==> config.mk <==
export PLATFORM = sky130hd
export DESIGN_NAME = arbh_queue
export DESIGN_NICKNAME = d
export VERILOG_FILES = /design/src/sv/arbh_pkg.sv /design/src/sv/arbh_queue.sv
export SDC_FILE = /design/constraint.sdc
export NUM_CORES = 1
export LEC_CHECK = 0
export BUFFER_PORTS_ARGS = -buffer_cell sky130_fd_sc_hd__buf_2
export CAP_MARGIN = 10
export CORE_AREA = 4 4 413 415
export DETAILED_ROUTE_END_ITERATION = 10
export DIE_AREA = 0 0 417 419
export HOLD_SLACK_MARGIN = 0.08
export PLACE_DENSITY = 0.76
export SETUP_SLACK_MARGIN = 0.3
export SYNTH_ARGS = -nofsm -noshare
export SYNTH_HDL_FRONTEND = slang
export SYNTH_SLANG_ARGS = --single-unit
==> constraint.sdc <==
create_clock -name clk -period 29.1 [get_ports clk]
set_clock_uncertainty 0.15 [all_clocks]
set_input_delay 5.82 -clock clk [delete_from_list [all_inputs] [get_ports clk]]
set_output_delay 5.82 -clock clk [all_outputs]
set_load 0.02 [all_outputs]
==> src/sv/arbh_pkg.sv <==
// Package for the AES round block hash: types, lane keys, S-box and round function.
// Depends on nothing; every module of the block imports it.
package arbh_pkg;

  localparam int unsigned WordW   = 64;
  localparam int unsigned NumWords = 8;
  localparam int unsigned NumLanes = 4;
  localparam int unsigned CntW    = 7;
  localparam logic [6:0]  BlockBytes = 7'd64;
  localparam logic [7:0]  LetterBase = 8'h41;
  localparam logic [3:0]  NibbleMask = 4'hF;
  localparam int unsigned QDepth  = 4;
  localparam int unsigned QPtrW   = 2;

  localparam logic [63:0] LANE_KEYS [NumWords] = '{
    64'h343B2F2F2063686F, 64'h73656E2062792061,
    64'h2066616972206469, 64'h636520726F6C6C2E,
    64'h0A2F2F2067756172, 64'h616E746565642074,
    64'h6F2062652072616E, 64'h646F6D2E0BAD1DEA
  };

  localparam logic [7:0] SBOX [256] = '{
    8'h63,8'h7c,8'h77,8'h7b,8'hf2,8'h6b,8'h6f,8'hc5,8'h30,8'h01,8'h67,8'h2b,8'hfe,8'hd7,8'hab,8'h76,
    8'hca,8'h82,8'hc9,8'h7d,8'hfa,8'h59,8'h47,8'hf0,8'had,8'hd4,8'ha2,8'haf,8'h9c,8'ha4,8'h72,8'hc0,
    8'hb7,8'hfd,8'h93,8'h26,8'h36,8'h3f,8'hf7,8'hcc,8'h34,8'ha5,8'he5,8'hf1,8'h71,8'hd8,8'h31,8'h15,
    8'h04,8'hc7,8'h23,8'hc3,8'h18,8'h96,8'h05,8'h9a,8'h07,8'h12,8'h80,8'he2,8'heb,8'h27,8'hb2,8'h75,
    8'h09,8'h83,8'h2c,8'h1a,8'h1b,8'h6e,8'h5a,8'ha0,8'h52,8'h3b,8'hd6,8'hb3,8'h29,8'he3,8'h2f,8'h84,
    8'h53,8'hd1,8'h00,8'hed,8'h20,8'hfc,8'hb1,8'h5b,8'h6a,8'hcb,8'hbe,8'h39,8'h4a,8'h4c,8'h58,8'hcf,
    8'hd0,8'hef,8'haa,8'hfb,8'h43,8'h4d,8'h33,8'h85,8'h45,8'hf9,8'h02,8'h7f,8'h50,8'h3c,8'h9f,8'ha8,
    8'h51,8'ha3,8'h40,8'h8f,8'h92,8'h9d,8'h38,8'hf5,8'hbc,8'hb6,8'hda,8'h21,8'h10,8'hff,8'hf3,8'hd2,
    8'hcd,8'h0c,8'h13,8'hec,8'h5f,8'h97,8'h44,8'h17,8'hc4,8'ha7,8'h7e,8'h3d,8'h64,8'h5d,8'h19,8'h73,
    8'h60,8'h81,8'h4f,8'hdc,8'h22,8'h2a,8'h90,8'h88,8'h46,8'hee,8'hb8,8'h14,8'hde,8'h5e,8'h0b,8'hdb,
    8'he0,8'h32,8'h3a,8'h0a,8'h49,8'h06,8'h24,8'h5c,8'hc2,8'hd3,8'hac,8'h62,8'h91,8'h95,8'he4,8'h79,
    8'he7,8'hc8,8'h37,8'h6d,8'h8d,8'hd5,8'h4e,8'ha9,8'h6c,8'h56,8'hf4,8'hea,8'h65,8'h7a,8'hae,8'h08,
    8'hba,8'h78,8'h25,8'h2e,8'h1c,8'ha6,8'hb4,8'hc6,8'he8,8'hdd,8'h74,8'h1f,8'h4b,8'hbd,8'h8b,8'h8a,
    8'h70,8'h3e,8'hb5,8'h66,8'h48,8'h03,8'hf6,8'h0e,8'h61,8'h35,8'h57,8'hb9,8'h86,8'hc1,8'h1d,8'h9e,
    8'he1,8'hf8,8'h98,8'h11,8'h69,8'hd9,8'h8e,8'h94,8'h9b,8'h1e,8'h87,8'he9,8'hce,8'h55,8'h28,8'hdf,
    8'h8c,8'ha1,8'h89,8'h0d,8'hbf,8'he6,8'h42,8'h68,8'h41,8'h99,8'h2d,8'h0f,8'hb0,8'h54,8'hbb,8'h16
  };

  // One classified block as it travels from the front end to the back end.
  typedef struct packed {
    logic [NumWords-1:0][WordW-1:0] data;
    logic                           active;
    logic                           last;
  } blk_req_t;

  typedef logic [127:0] lane_t;

  function automatic logic [7:0] gf_double(input logic [7:0] x);
    gf_double = {x[6:0], 1'b0} ^ (x[7] ? 8'h1B : 8'h00);
  endfunction

  // One AES encryption round; byte i of the state is lane bits 8i+7:8i.
  function automatic lane_t enc_round(input lane_t st, input lane_t key);
    logic [7:0] t [16];
    logic [7:0] a0, a1, a2, a3, al;
    lane_t      res;
    for (int c = 0; c < 4; c++) begin
      for (int r = 0; r < 4; r++) begin
        t[r + 4*c] = SBOX[st[8*(r + 4*((c + r) % 4)) +: 8]];
      end
    end
    for (int c = 0; c < 4; c++) begin
      a0 = t[4*c]; a1 = t[4*c+1]; a2 = t[4*c+2]; a3 = t[4*c+3];
      al = a0 ^ a1 ^ a2 ^ a3;
      res[8*(4*c)   +: 8] = a0 ^ al ^ gf_double(a0 ^ a1);
      res[8*(4*c+1) +: 8] = a1 ^ al ^ gf_double(a1 ^ a2);
      res[8*(4*c+2) +: 8] = a2 ^ al ^ gf_double(a2 ^ a3);
      res[8*(4*c+3) +: 8] = a3 ^ al ^ gf_double(a3 ^ a0);
    end
    enc_round = res ^ key;
  endfunction

endpackage

==> src/sv/arbh_queue.sv <==
// Short request queue between the front and back ends of the block hash.
// Depends on arbh_pkg.
module arbh_queue
  import arbh_pkg::*;
(
  input  logic     clk,
  input  logic     rst_n,
  input  logic     push,
  input  blk_req_t push_req,
  output logic     full,
  input  logic     pop,
  output blk_req_t head_req,
  output logic     empty
);

  blk_req_t         mem_r [QDepth];
  logic [QPtrW-1:0] wp_r, rp_r;
  logic [QPtrW:0]   cnt_r;

  assign full     = (cnt_r == (QPtrW+1)'(QDepth));
  assign empty    = (cnt_r == '0);
  assign head_req = mem_r[rp_r];

  // Storage entries.
  always_ff @(posedge clk) begin
    if (push && !full) begin
      mem_r[wp_r] <= push_req;
    end
  end

  // Pointers and fill count.
  always_ff @(posedge clk) begin
    if (!rst_n) begin
      wp_r  <= '0;
      rp_r  <= '0;
      cnt_r <= '0;
    end else begin
      if (push && !full) wp_r <= wp_r + 1'b1;
      if (pop && !empty) rp_r <= rp_r + 1'b1;
      cnt_r <= cnt_r + (QPtrW+1)'(push && !full) - (QPtrW+1)'(pop && !empty);
    end
  end

endmodule

==> results_dict.tcl <==
set metrics [dict create \
    fmax_mhz 89.3 \
    cts_buffers 195 \
    yosysMostFrequentCell "edfxtp_1" \
    startpoint_type "flip-flop" \
    fin_crit_sh 0.385 \
    synthMuxAreaShare 0.155 \
    fin_tns_setup_ns 0 \
    cts_setup_buffers 0 \
    synthToLayoutAreaGrowth_pct 18.7 \
    grtUsageMet2 0.317 \
    cp.arrival_ns 5.22 \
    start_util 0.448 \
    synth_edf_count 2056 \
    num_rows 150 \
    yosysSeqAreaShare 0.829 \
    reg2reg_setup_slack_ns 23.29 \
    hold_path_class "reg2reg" \
    final_nets 4414 \
    globalRouteTotalUtil 0.193 \
    cts_resized 0 \
    synth-xor-area-share 0.000235 \
    worstSetupEndpointType "output port" \
    clkPwrFrac 0.309 \
    syn-num-nets 3260 \
    grt_use_met1 0.230 \
    grt_max_degree 148 \
    top_usage_layer "met2" \
    dieHeight_microns 419 \
    p_comb_frac 0.230 \
    htree_levels 4 \
    outcome "completed" \
    grt_pass1_wl_microns 246000 \
    hold_buffers 0 \
    core_region_area_sq_um 167000 \
    rsz0062_at_grt "false" \
    finalMaxSlewViolations 0 \
    ir_drop_mv 0.0708 \
    path_cells "buf_12 > buf_4 > buf_4 > mux4_2 > buf_2" \
    cp_max_fo 120 \
    clk_pin_slew_ns 0.06 \
    dpl.hpwl_microns 109000 \
    p_int_w 0.00570 \
    cts_root_buf "clkbuf_16" \
    drt_iter0_markers 3522 \
    maxCapViolations 0 \
    clock_sinks 2065 \
    io_pins 1034 \
    synthSimpleGateAreaFrac 0.00146 \
    synth.distinct_cells 21 \
    first_pass_iters 5 \
    clk-insertion-delay-late_ns 0.83 \
    setup_viol 0 \
    finalInstanceArea_sq_um 88600 \
    p_sw_frac 0.288 \
    die_w_microns 417 \
    seq_power_share 0.461 \
    num_vias 34700 \
    clockBufferDepth 3 \
    p_leak_nw 29.1 \
    critPathKind "reg2out" \
    dieArea_sq_um 175000 \
    synthTopCellsByArea "edfxtp_1, mux4_2, buf_6" \
    via_per_inst 5.49 \
    whs_ns 0.343 \
    syn_area_per_cell_sq_um 27.3 \
    grt_pass1_vias 35800 \
    route.detailed.drc 0 \
    power_density_nw_per_um2 90.3 \
    wl_microns 172000 \
    wl_per_cell_microns 27.1 \
    period_needed_ns 11.19 \
    hold_viol_final 0 \
    synth_top_cell_by_area "edfxtp_1" \
    synth_compound_area_frac 0.000302 \
    power_w 0.00800 \
    syn_area_sq_um 74700 \
    yosysTopAreaCellShare 0.827 \
    tritoncts "done" \
    grt_overflow 0 \
    synthAdderAreaFrac 0.00127 \
    cpMostUsedCell "buf_4" \
    netlist_instances 2735 \
    worstMarginPinSlew_ns 1.13 \
    synth-async-reset-ratio 0 \
    critPathMaxStageDelay_ns 1.08 \
    power_switching_w 0.00230 \
    maxSlewHeadroom 0.245 \
    met3_usage 0.0548 \
    ant_nets 0 \
    cpMaxStageDelayCell "dfxtp_4" \
    place_area_sq_um 82200 \
    cp.required_ns 23.13 \
    synth_top_family_by_area "multiplexers" \
    place_congestion 0.849 \
    synth-seq-cells 2065 \
    antenna_found_initial 92 \
    portBuffers 1033 \
    drive_gt1_frac 0.459 \
    yosysWarnings 0 \
    final_core_util 0.532 \
    synthFlopType "edfxtp_1" \
    netlist_top_cells_count "edfxtp_1, mux4_2, buf_2" \
]
==> cells in the final DEF (no fill, tap or decap), types with 3 or more instances in the layout <==
cell type   count
mux4_2        514
clkinv_4        3
and2_1          3
clkinv_8        5
and2_4          4
clkbuf_16     195
clkinv_1       40
clkinv_2       30
buf_2        1033
buf_4          30
diode_2        73
edfxtp_1     2056
nand2_1         6
buf_12         10
inv_1           6
clkinvlp_4      3
o21ai_0         3
ha_1            6
bufinv_16      16
dfxtp_1         7
clkbuf_1       49
clkinv_16       9
==> worst max-delay path: cells and delay by family, from the launching register on <==
family	cells	cell delay, ns
muxes	1	0.50
buffers and inverters	4	2.33
DFF	1	1.08
==> registers in the layout, indices dropped and copies added, names as in the netlist, named ones only <==
| signal | count |
|---|---|
| cnt_r | 3 |
| mem_r | 2056 |
| rp_r | 2 |
| wp_r | 2 |
==> cells by family (layout without fill, tap and decap cells) <==
kind of cell | Yosys count | count (layout)
XOR/XNOR | 2 | 2
flip-flops | 2065 | 2065
adder cells (fa/ha/maj) | 7 | 7
AND/OR/NAND/NOR | 19 | 19
multiplexers | 516 | 516
AO/OA/AOI/OAI | 4 | 4
other | 0 | 73
buffers and inverters | 122 | 1434
==> power groups by stage <==
stage | Clock [W] | Combinational, W | Sequential (W)
2_1_floorplan | 0 | 0.00125 | 0.00389
3_3_place_gp | 0 | 0.00186 | 0.00373
3_5_place_dp | 0 | 0.00186 | 0.00375
4_1_cts | 0.00252 | 0.00187 | 0.00370
5_1_grt | 0.00266 | 0.00193 | 0.00372
6_report | 0.00247 | 0.00184 | 0.00369
==> worst paths after layout <==
kind / to / cells after the start / start
max reg2reg: mem_r[3][62]$_DFFE_PP_ / 7 / cnt_r[2]$_SDFF_PN0_
min: flip-flop / 2 / rp_r[0]$_SDFFE_PN0P_
min reg2reg: flip-flop / 2 / rp_r[0]$_SDFFE_PN0P_
max: head_req[49] / 5 / flip-flop
==> layout make-up <==
cell class / instances / area [sq um]
fill: 12300 / 78000
tap: 2204 / 2760
clock inverter: 111 / 1250
sequential: 2065 / 61900
antenna: 73 / 183
multi-input combinational: 548 / 11900
inverter: 6 / 22.5
timing repair buffer: 1073 / 5600
clock buffer: 244 / 5060
==> metrics by stage <==
step | worst slack, ns | std cells
floorplan | 10.20 | 2735
global placement | 17.88 | 5896
detailed placement | 17.85 | 5896
CTS | 17.84 | 6251
global route | 17.49 | 6298
finish | 17.91 | 6324
==> routing by layer <==
metal	share of wire	wire, microns
met3	0.078	13400
met4	0.061	10500
met2	0.51	87200
met1	0.35	60200
met5	0.0015	260
Power figures use the tool's default switching activity.
