==> src/sv/arbh_pkg.sv <==
// Package for the AES round block hash: types, lane keys, S-box and round function.
// Depends on nothing; every module of the block imports it.
package arbh_pkg;

  localparam int unsigned WordW   = 64;
  localparam int unsigned NumWords = 8;
  localparam int unsigned NumLanes = 4;
  localparam int unsigned CntW    = 7;
  localparam logic [6:0]  BlockBytes = 7'd64;
  localparam logic [7:0]  LetterBase = 8'h41;
  localparam logic [3:0]  NibbleMask = 4'hF;
  localparam int unsigned QDepth  = 4;
  localparam int unsigned QPtrW   = 2;

  localparam logic [63:0] LANE_KEYS [NumWords] = '{
    64'h343B2F2F2063686F, 64'h73656E2062792061,
    64'h2066616972206469, 64'h636520726F6C6C2E,
    64'h0A2F2F2067756172, 64'h616E746565642074,
    64'h6F2062652072616E, 64'h646F6D2E0BAD1DEA
  };

  localparam logic [7:0] SBOX [256] = '{
    8'h63,8'h7c,8'h77,8'h7b,8'hf2,8'h6b,8'h6f,8'hc5,8'h30,8'h01,8'h67,8'h2b,8'hfe,8'hd7,8'hab,8'h76,
    8'hca,8'h82,8'hc9,8'h7d,8'hfa,8'h59,8'h47,8'hf0,8'had,8'hd4,8'ha2,8'haf,8'h9c,8'ha4,8'h72,8'hc0,
    8'hb7,8'hfd,8'h93,8'h26,8'h36,8'h3f,8'hf7,8'hcc,8'h34,8'ha5,8'he5,8'hf1,8'h71,8'hd8,8'h31,8'h15,
    8'h04,8'hc7,8'h23,8'hc3,8'h18,8'h96,8'h05,8'h9a,8'h07,8'h12,8'h80,8'he2,8'heb,8'h27,8'hb2,8'h75,
    8'h09,8'h83,8'h2c,8'h1a,8'h1b,8'h6e,8'h5a,8'ha0,8'h52,8'h3b,8'hd6,8'hb3,8'h29,8'he3,8'h2f,8'h84,
    8'h53,8'hd1,8'h00,8'hed,8'h20,8'hfc,8'hb1,8'h5b,8'h6a,8'hcb,8'hbe,8'h39,8'h4a,8'h4c,8'h58,8'hcf,
    8'hd0,8'hef,8'haa,8'hfb,8'h43,8'h4d,8'h33,8'h85,8'h45,8'hf9,8'h02,8'h7f,8'h50,8'h3c,8'h9f,8'ha8,
    8'h51,8'ha3,8'h40,8'h8f,8'h92,8'h9d,8'h38,8'hf5,8'hbc,8'hb6,8'hda,8'h21,8'h10,8'hff,8'hf3,8'hd2,
    8'hcd,8'h0c,8'h13,8'hec,8'h5f,8'h97,8'h44,8'h17,8'hc4,8'ha7,8'h7e,8'h3d,8'h64,8'h5d,8'h19,8'h73,
    8'h60,8'h81,8'h4f,8'hdc,8'h22,8'h2a,8'h90,8'h88,8'h46,8'hee,8'hb8,8'h14,8'hde,8'h5e,8'h0b,8'hdb,
    8'he0,8'h32,8'h3a,8'h0a,8'h49,8'h06,8'h24,8'h5c,8'hc2,8'hd3,8'hac,8'h62,8'h91,8'h95,8'he4,8'h79,
    8'he7,8'hc8,8'h37,8'h6d,8'h8d,8'hd5,8'h4e,8'ha9,8'h6c,8'h56,8'hf4,8'hea,8'h65,8'h7a,8'hae,8'h08,
    8'hba,8'h78,8'h25,8'h2e,8'h1c,8'ha6,8'hb4,8'hc6,8'he8,8'hdd,8'h74,8'h1f,8'h4b,8'hbd,8'h8b,8'h8a,
    8'h70,8'h3e,8'hb5,8'h66,8'h48,8'h03,8'hf6,8'h0e,8'h61,8'h35,8'h57,8'hb9,8'h86,8'hc1,8'h1d,8'h9e,
    8'he1,8'hf8,8'h98,8'h11,8'h69,8'hd9,8'h8e,8'h94,8'h9b,8'h1e,8'h87,8'he9,8'hce,8'h55,8'h28,8'hdf,
    8'h8c,8'ha1,8'h89,8'h0d,8'hbf,8'he6,8'h42,8'h68,8'h41,8'h99,8'h2d,8'h0f,8'hb0,8'h54,8'hbb,8'h16
  };

  // One classified block as it travels from the front end to the back end.
  typedef struct packed {
    logic [NumWords-1:0][WordW-1:0] data;
    logic                           active;
    logic                           last;
  } blk_req_t;

  typedef logic [127:0] lane_t;

  function automatic logic [7:0] gf_double(input logic [7:0] x);
    gf_double = {x[6:0], 1'b0} ^ (x[7] ? 8'h1B : 8'h00);
  endfunction

  // One AES encryption round; byte i of the state is lane bits 8i+7:8i.
  function automatic lane_t enc_round(input lane_t st, input lane_t key);
    logic [7:0] t [16];
    logic [7:0] a0, a1, a2, a3, al;
    lane_t      res;
    for (int c = 0; c < 4; c++) begin
      for (int r = 0; r < 4; r++) begin
        t[r + 4*c] = SBOX[st[8*(r + 4*((c + r) % 4)) +: 8]];
      end
    end
    for (int c = 0; c < 4; c++) begin
      a0 = t[4*c]; a1 = t[4*c+1]; a2 = t[4*c+2]; a3 = t[4*c+3];
      al = a0 ^ a1 ^ a2 ^ a3;
      res[8*(4*c)   +: 8] = a0 ^ al ^ gf_double(a0 ^ a1);
      res[8*(4*c+1) +: 8] = a1 ^ al ^ gf_double(a1 ^ a2);
      res[8*(4*c+2) +: 8] = a2 ^ al ^ gf_double(a2 ^ a3);
      res[8*(4*c+3) +: 8] = a3 ^ al ^ gf_double(a3 ^ a0);
    end
    enc_round = res ^ key;
  endfunction

endpackage

==> src/sv/arbh_front.sv <==
// Front end of the AES round block hash: accepts blocks, masks invalid bytes.
// Depends on arbh_pkg.
module arbh_front
  import arbh_pkg::*;
(
  input  logic                           in_push,
  output logic                           in_full,
  input  logic [NumWords-1:0][WordW-1:0] words,
  input  logic [CntW-1:0]                valid_bytes,
  input  logic                           last_block,
  output logic                           q_push,
  input  logic                           q_full,
  output blk_req_t                       q_req
);

  logic [CntW-1:0] n_sat;

  // Counts above a full block saturate to the whole block.
  assign n_sat = (valid_bytes > BlockBytes) ? BlockBytes : valid_bytes;

  // Zero every byte at or beyond the valid count.
  always_comb begin
    for (int b = 0; b < 64; b++) begin
      q_req.data[b/8][8*(b%8) +: 8] =
        (CntW'(b) < n_sat) ? words[b/8][8*(b%8) +: 8] : 8'h00;
    end
    q_req.active = (n_sat != '0);
    q_req.last   = last_block;
  end

  assign in_full = q_full;
  assign q_push  = in_push && !q_full;

endmodule

==> config.mk <==
export PLATFORM = sky130hd
export DESIGN_NAME = arbh_front
export DESIGN_NICKNAME = d
export VERILOG_FILES = /design/src/sv/arbh_pkg.sv /design/src/sv/arbh_front.sv
export SDC_FILE = /design/constraint.sdc
export NUM_CORES = 1
export LEC_CHECK = 0
export BUFFER_PORTS_ARGS = -buffer_cell sky130_fd_sc_hd__buf_2
export CELL_PAD_IN_SITES_DETAIL_PLACEMENT = 0
export CELL_PAD_IN_SITES_GLOBAL_PLACEMENT = 2
export CORE_AREA = 5 5 398 400
export DETAILED_ROUTE_END_ITERATION = 12
export DIE_AREA = 0 0 403 405
export GPL_TIMING_DRIVEN = 1
export PLACE_DENSITY_LB_ADDON = 0.1
export SLEW_MARGIN = 10
export SYNTH_ARGS = -nofsm -noshare
export SYNTH_HDL_FRONTEND = slang
export SYNTH_SLANG_ARGS = --single-unit
==> constraint.sdc <==
create_clock -name vclk -period 7.45
set_input_delay 2.235 -clock vclk [all_inputs]
set_output_delay 2.235 -clock vclk [all_outputs]
set_load 0.005 [all_outputs]
==> metrics.yaml, run 1 <==
outcome: "finished clean"
synth-xor-area-share_pct: 0
synth_top_family_by_area: "simple AND/OR/NAND/NOR gates"
synthAdderAreaFrac_pct: 0
ys_types: 32
fin_cells: 3767
synthTopCellsByCount: "and2_1 (248), and3_1 (144), nor2b_1 (117)"
synth_most_common_cell: "and2_1"
syn-num-nets: 1171
ys_seq_area_share_pct: 0
overflow: 0
initial_utilization_pct: 2.54
post_cts_resized: 0
syn_inst: 649
dr.pass1.iters: 4
syn_area_per_cell_sq_um: 6.07
final-seq-area_sq_um: 0
ys_warn_count: 0
min_period_ps: 6770
postPlaceCellArea_sq_mm: 0.0118
place_congestion: 0.806
synthTopCellsByArea: "and2_1 (39%), and3_1 (23%), nor2b_1 (19%)"
maxCapViolations: 0
die_x_microns: 403
die_y_microns: 405
grt_pass1_vias: 9864
antenna_found_initial: 110
grt_max_degree: 42
layout.nets: 2204
io_buffers: 1036
hold_ws_ps: 4470
synth_top_area_share_pct: 39.4
drt_wl_total_microns: 87800
ios: 1038
vias_per_cell: 2.48
synth-simple-area-share_pct: 89.4
report.final.hold_viol_count: 0
wl_per_cell_microns: 23.3
hpwl_microns: 82400
mappedNetlistArea_sq_mm: 0.00394
post-route-period-util_pct: 90.9
syn2layout_area_growth_pct: 202
max_freq_mhz: 148
vias: 9332
track_usage_pct: 9.92
crit_path_end_kind: "output port"
ant_nets: 0
finalSetupViolCount: 0
critPathKind: "input pin to output port"
cp_max_fo: 20
synthMuxAreaShare_pct: 0
grt_first_pass_wirelength_microns: 108000
p_total_uw: 681
numSequentialCells: 0
post-place-cells: 3738
ir_worst_vdd_mv: 0.0112
p_leak_nw: 6.18
synth-compound-area-share_pct: 6.04
worst_pin_slew_ps: 1200
cts_hold_buf: 0
fill_cells: 18600
drcViolationCount: 0
clkbuf_count: 0
fin_tns_setup_ps: 0
synth_top_area_cell: "and2_1"
die-area_sq_mm: 0.163
rsz0062_at_grt: "false"
hp-class: "input pin to output port"
cp.required_ps: 5220
relSlewSlack_pct: 20.0
post_cts_buffers: 0
core_area_sq_mm: 0.155
cp.arrival_ps: 4540
powerDensity_mw_per_mm2: 57.3
setup.worst_path.start_class: "input pin"
drtIter0Drc: 301
drive_above_1_share_pct: 64.4
finalInstanceArea_sq_mm: 0.0119
final_max_slew_viol_count: 0
rows: 145
[critical path, stage by stage]
cell and delay, ps:
buf_2 260, a21oi_2 1000, nand3_1 500, and3_1 360
buf_2 150
[metal layers]
layer / track usage, % / routed length [microns] / up-vias
met5: 0 / 81 / -
met4: 1.34 / 1520 / 10
li1: - / - / 4243
met3: 3.98 / 8610 / 172
met2: 20.6 / 50000 / 642
met1: 9.09 / 27500 / 4265
[logic make-up after synthesis]
logic type | count (synthesis)
AO/OA/AOI/OAI | 40
buffers and inverters | 40
AND/OR/NAND/NOR | 569
[final cells by class]
cell class / count / area, sq um / area share, %
Timing Repair Buffer: 1069 / 5450 / 45.8
Tap cell: 2058 / 2570 / 21.7
Antenna cell: 29 / 72.6 / 0.611
Multi-Input combinational cell: 609 / 3780 / 31.8
Inverter: 2 / 7.51 / 0.0632
[through the flow]
| step | setup slack (ps) | utilization (%) |
|---|---|---|
| after floorplan | 1830 | - |
| after global placement | 507 | 7.62 |
| after detailed placement | 505 | 7.62 |
| after CTS | 505 | 7.62 |
| after global routing | 465 | 7.64 |
| final | 676 | 7.67 |
[power breakdown]
group	internal, mW	leakage, nW	total [mW]	switching (mW)
Sequential	0	0	0	0
Combinational	0.321	6.18	0.681	0.360
Clock	0.000000441	0.000191	0.000000441	0
[final timing paths]
check                   end      startpoint  cells after the start  slack [ps]
hold / removal     q_req[0]      last_block                      0        4470
setup / recovery  q_req[84]  valid_bytes[1]                      5         680
[cells in the final DEF (no fill, tap or decap)]
cell	instances
nor2b_1	117
o21ba_2	1
diode_2	29
buf_12	1
nor4_4	1
buf_2	1035
buf_4	33
a21oi_2	3
o21ai_0	14
or2_0	1
or2_2	4
nand2b_1	1
or3_1	1
or4_1	3
inv_1	2
and4bb_2	1
a211oi_4	1
and3_1	144
a21oi_1	9
nand4b_1	2
o21ai_2	1
nor2_1	7
nor4b_1	1
and2_1	248
nand3_1	6
and2b_1	4
o2111ai_1	1
nor3_1	3
nor3_2	1
a31oi_1	4
nand2_1	22
and4_1	2
a211o_1	2
a21o_1	2
a211oi_1	1
o31ai_1	1
Note: power is estimated with default switching activity, not from simulation.
==> run 2: changes to the inputs <==
- CORE_AREA: 5 5 398 400 -> 2 2 407 409
- DIE_AREA: 0 0 403 405 -> 0 0 409 411
==> run 2 against run 1 <==
Effect of this change: total power up 1.7%; die area rose by 3.0%; critical path depth did not move; combinational power increased by 2%; maximum frequency down 1.9%; global-route usage down 0.26 points; setup slack lost 130 ps; routed wire length fell by 0.47%; clock-buffer cell count unchanged.
==> metrics.yaml, run 2 (synthesis results as in run 1) <==
outcome: "finished clean"
hold_path_end: "q_req[0]"
min_path_cells: 0
dr.pass1.iters: 4
report.final.hold_viol_count: 0
wl_per_cell_microns: 22.5
clkbuf_count: 0
mostFrequentLayoutCell: "buf_2"
p_int_uw: 320
core_area_sq_mm: 0.164
initial_utilization_pct: 2.40
postPlaceCellArea_sq_mm: 0.0119
overflow: 0
max_freq_mhz: 145
drtIter0Drc: 392
p_sw_uw: 373
p_leak_nw: 6.16
grt_first_pass_wirelength_microns: 107000
fin_cells: 3876
post-route-period-util_pct: 92.7
maxCapViolations: 0
cp.required_ps: 5220
rsz0062_at_grt: "false"
cts_hold_buf: 0
drt_wl_total_microns: 87400
grt_max_degree: 50
antenna_found_initial: 78
layout.nets: 2200
vias_per_cell: 2.40
vias: 9293
p_sw_share_pct: 53.8
cp.arrival_ps: 4670
place_congestion: 0.842
fin_util_pct: 7.31
post_cts_buffers: 0
hpwl_microns: 81600
die_x_microns: 409
rows: 149
finalInstanceArea_sq_mm: 0.0120
powerDensity_mw_per_mm2: 57.8
critPathKind: "input pin to output port"
setup_slack_ps: 547
setup.worst_path.start_class: "input pin"
ios: 1038
final_max_slew_viol_count: 0
post_cts_resized: 0
pre_cts_ws_ps: 406
die_y_microns: 411
final_cell_mix: "buf_2 (1034), and2_1 (248), and3_1 (144), nor2b_1 (117), buf_4 (31)"
fin_tns_setup_ps: 0
post-place-cells: 3865
track_usage_pct: 9.66
die-area_sq_mm: 0.168
sequentialPowerShare_pct: 0
grt_pass1_vias: 9572
drcViolationCount: 0
final-seq-area_sq_um: 0
cp_max_fo: 18
hold_ws_ps: 4470
relSlewSlack_pct: 36.3
io_buffers: 1036
finalSetupViolCount: 0
ant_nets: 0
crit_path_end_kind: "output port"
worst_pin_slew_ps: 942
ir_worst_vdd_mv: 0.0151
pwr-share-clk_pct: 0
hp-class: "input pin to output port"
syn2layout_area_growth_pct: 204
min_from: "last_block"
numSequentialCells: 0
min_period_ps: 6900
p_total_uw: 693
p_comb_share_pct: 100.0
drive_above_1_share_pct: 64.4
-- run 2: cell count changes in the layout (fill, tap and decap cells not counted) --
cell     before   now
nor3_2        1     2
o21ai_0      14    13
o31ai_2       0     1
o31ai_1       1     0
buf_2      1035  1034
nor3_1        3     2
buf_4        33    31
buf_12        1     0
o21ai_1       0     1
diode_2      29    11
-- run 2: how the worst max path moves through the flow --
stage	to	depth (start not counted)	startpoint
floorplan	q_req[258]	5	valid_bytes[6]
global placement	q_req[137]	5	valid_bytes[4]
detailed placement	q_req[136]	5	valid_bytes[4]
CTS	q_req[137]	5	valid_bytes[4]
global route	q_req[137]	5	valid_bytes[4]
finish	q_req[137]	5	valid_bytes[4]
-- run 2: cell type report --
type / count / area, sq um
inverters: 2 / 7.51
well taps: 2189 / 2740
multi-input cells: 609 / 3790
fillers: 19600 / 152000
repair buffers: 1065 / 5410
diodes: 11 / 27.5
-- run 2: critical path, cell delays in order --
cell	delay, ps
buf_2	470
nor4b_1	830
nand2_1	590
and3_1	380
buf_2	130
-- run 2: power by group through the flow --
| stage | clock network, mW | logic, mW | registers [mW] |
|---|---|---|---|
| final | 0.000000000644 | 0.693 | 0 |
| after global routing | 0.0000000724 | 0.761 | 0 |
| after CTS | 0 | 0.722 | 0 |
| after detailed placement | 0 | 0.719 | 0 |
| after global placement | 0 | 0.728 | 0 |
| after floorplan | 0 | 0.208 | 0 |
-- run 2: layer usage --
layer	track usage [%]	share of wire [%]	up-vias
met5	0	0.031	-
met4	0.992	1.9	4
met3	3.13	8.3	148
met2	19.7	56	630
met1	9.55	34	4307
li1	-	-	4204
==> run 3: changes to the inputs <==
- clock period: 7.45 -> 5.8 ns (I/O delays scaled with it)
==> run 3 against run 2 <==
Effect of this change: core utilization increased by 0.15 points; setup slack got worse by 320 ps; hold slack worse by 990 ps; die area stayed put; cell area up 2.1%; via count is 0.39% higher; global-route usage about the same.
==> metrics.yaml, run 3 (synthesis results as in run 1) <==
outcome: "finished clean"
grt_first_pass_wirelength_microns: 108000
antenna_found_initial: 76
place_congestion: 0.819
ant_nets: 0
rows: 149
cp.required_ps: 4060
final-seq-area_sq_um: 0
p_sw_share_pct: 53.2
fin_tns_setup_ps: 0
final_cell_mix: "buf_2 (1034), and2_1 (248), and3_1 (144), nor2b_1 (117), buf_4 (58)"
cts_hold_buf: 0
overflow: 0
grt_pass1_vias: 9884
dr.pass1.iters: 4
p_int_uw: 422
final_max_slew_viol_count: 0
ir_worst_vdd_mv: 0.0195
maxCapViolations: 0
vias: 9329
die_x_microns: 409
vias_per_cell: 2.38
post_cts_buffers: 0
p_total_uw: 900
numSequentialCells: 0
mostFrequentLayoutCell: "buf_2"
post_cts_resized: 0
core_area_sq_mm: 0.164
track_usage_pct: 9.68
powerDensity_mw_per_mm2: 73.7
drt_wl_total_microns: 87300
min_period_ps: 5580
cp.arrival_ps: 3840
rsz0062_at_grt: "false"
die-area_sq_mm: 0.168
sequentialPowerShare_pct: 0
hold_ws_ps: 3480
finalSetupViolCount: 0
p_leak_nw: 6.29
setup_slack_ps: 223
drcViolationCount: 0
pre_cts_ws_ps: 30.6
report.final.hold_viol_count: 0
die_y_microns: 411
wl_per_cell_microns: 22.3
p_comb_share_pct: 100.0
critPathKind: "input pin to output port"
hpwl_microns: 82100
initial_utilization_pct: 2.40
layout.nets: 2227
ios: 1038
postPlaceCellArea_sq_mm: 0.0121
pwr-share-clk_pct: 0
p_sw_uw: 479
grt_max_degree: 42
drive_above_1_share_pct: 64.9
setup.worst_path.start_class: "input pin"
cp_max_fo: 12
hp-class: "input pin to output port"
syn2layout_area_growth_pct: 211
clkbuf_count: 0
io_buffers: 1036
relSlewSlack_pct: 34.4
finalInstanceArea_sq_mm: 0.0122
max_freq_mhz: 179
crit_path_end_kind: "output port"
worst_pin_slew_ps: 974
drtIter0Drc: 353
min_from: "last_block"
cp-startpoint: "valid_bytes[4]"
post-route-period-util_pct: 96.2
==> run 3: final timing paths <==
| path | slack [ps] | end | cells after the start |
|---|---|---|---|
| worst min-delay path | 3480 | q_req[0] | 0 |
| worst max-delay path | 220 | q_req[9] | 6 |
==> run 3: through the flow <==
step,utilization [%],std cells
floorplan,-,649
global placement,7.41,3892
detailed placement,7.41,3892
CTS,7.41,3892
global route,7.42,3895
finish,7.46,3923
==> run 3: area by class of cell <==
cell class                 instances  area, sq um
antenna                           31         77.6
fill                           19700       152000
inverter                           2         7.51
multi-input combinational        609         3790
tap                             2189         2740
timing repair buffer            1092         5610
==> run 3: worst max-delay path, stage by stage <==
cell and delay [ps]:
buf_2 210, buf_4 220, nor4_4 760, nand2_1 450, and2_1 300, buf_2 130
==> run 3: power groups by stage <==
| stage | combinational [mW] | sequential [mW] | clock, mW |
|---|---|---|---|
| final | 0.900 | 0 | 0.000000653 |
| after floorplan | 0.268 | 0 | 0 |
| after global routing | 0.993 | 0 | 0.0000000700 |
| after detailed placement | 0.937 | 0 | 0 |
| after CTS | 0.941 | 0 | 0 |
| after global placement | 0.951 | 0 | 0 |
==> run 3: metal layers <==
layer  up-vias  part of all wire, %  global-route usage [%]
li1       4286                    -                       -
met2       548                   55                    19.6
met1      4389                   35                    9.85
met5         -                0.055                       0
met3        98                  7.9                    3.06
met4         8                  1.5                   0.808
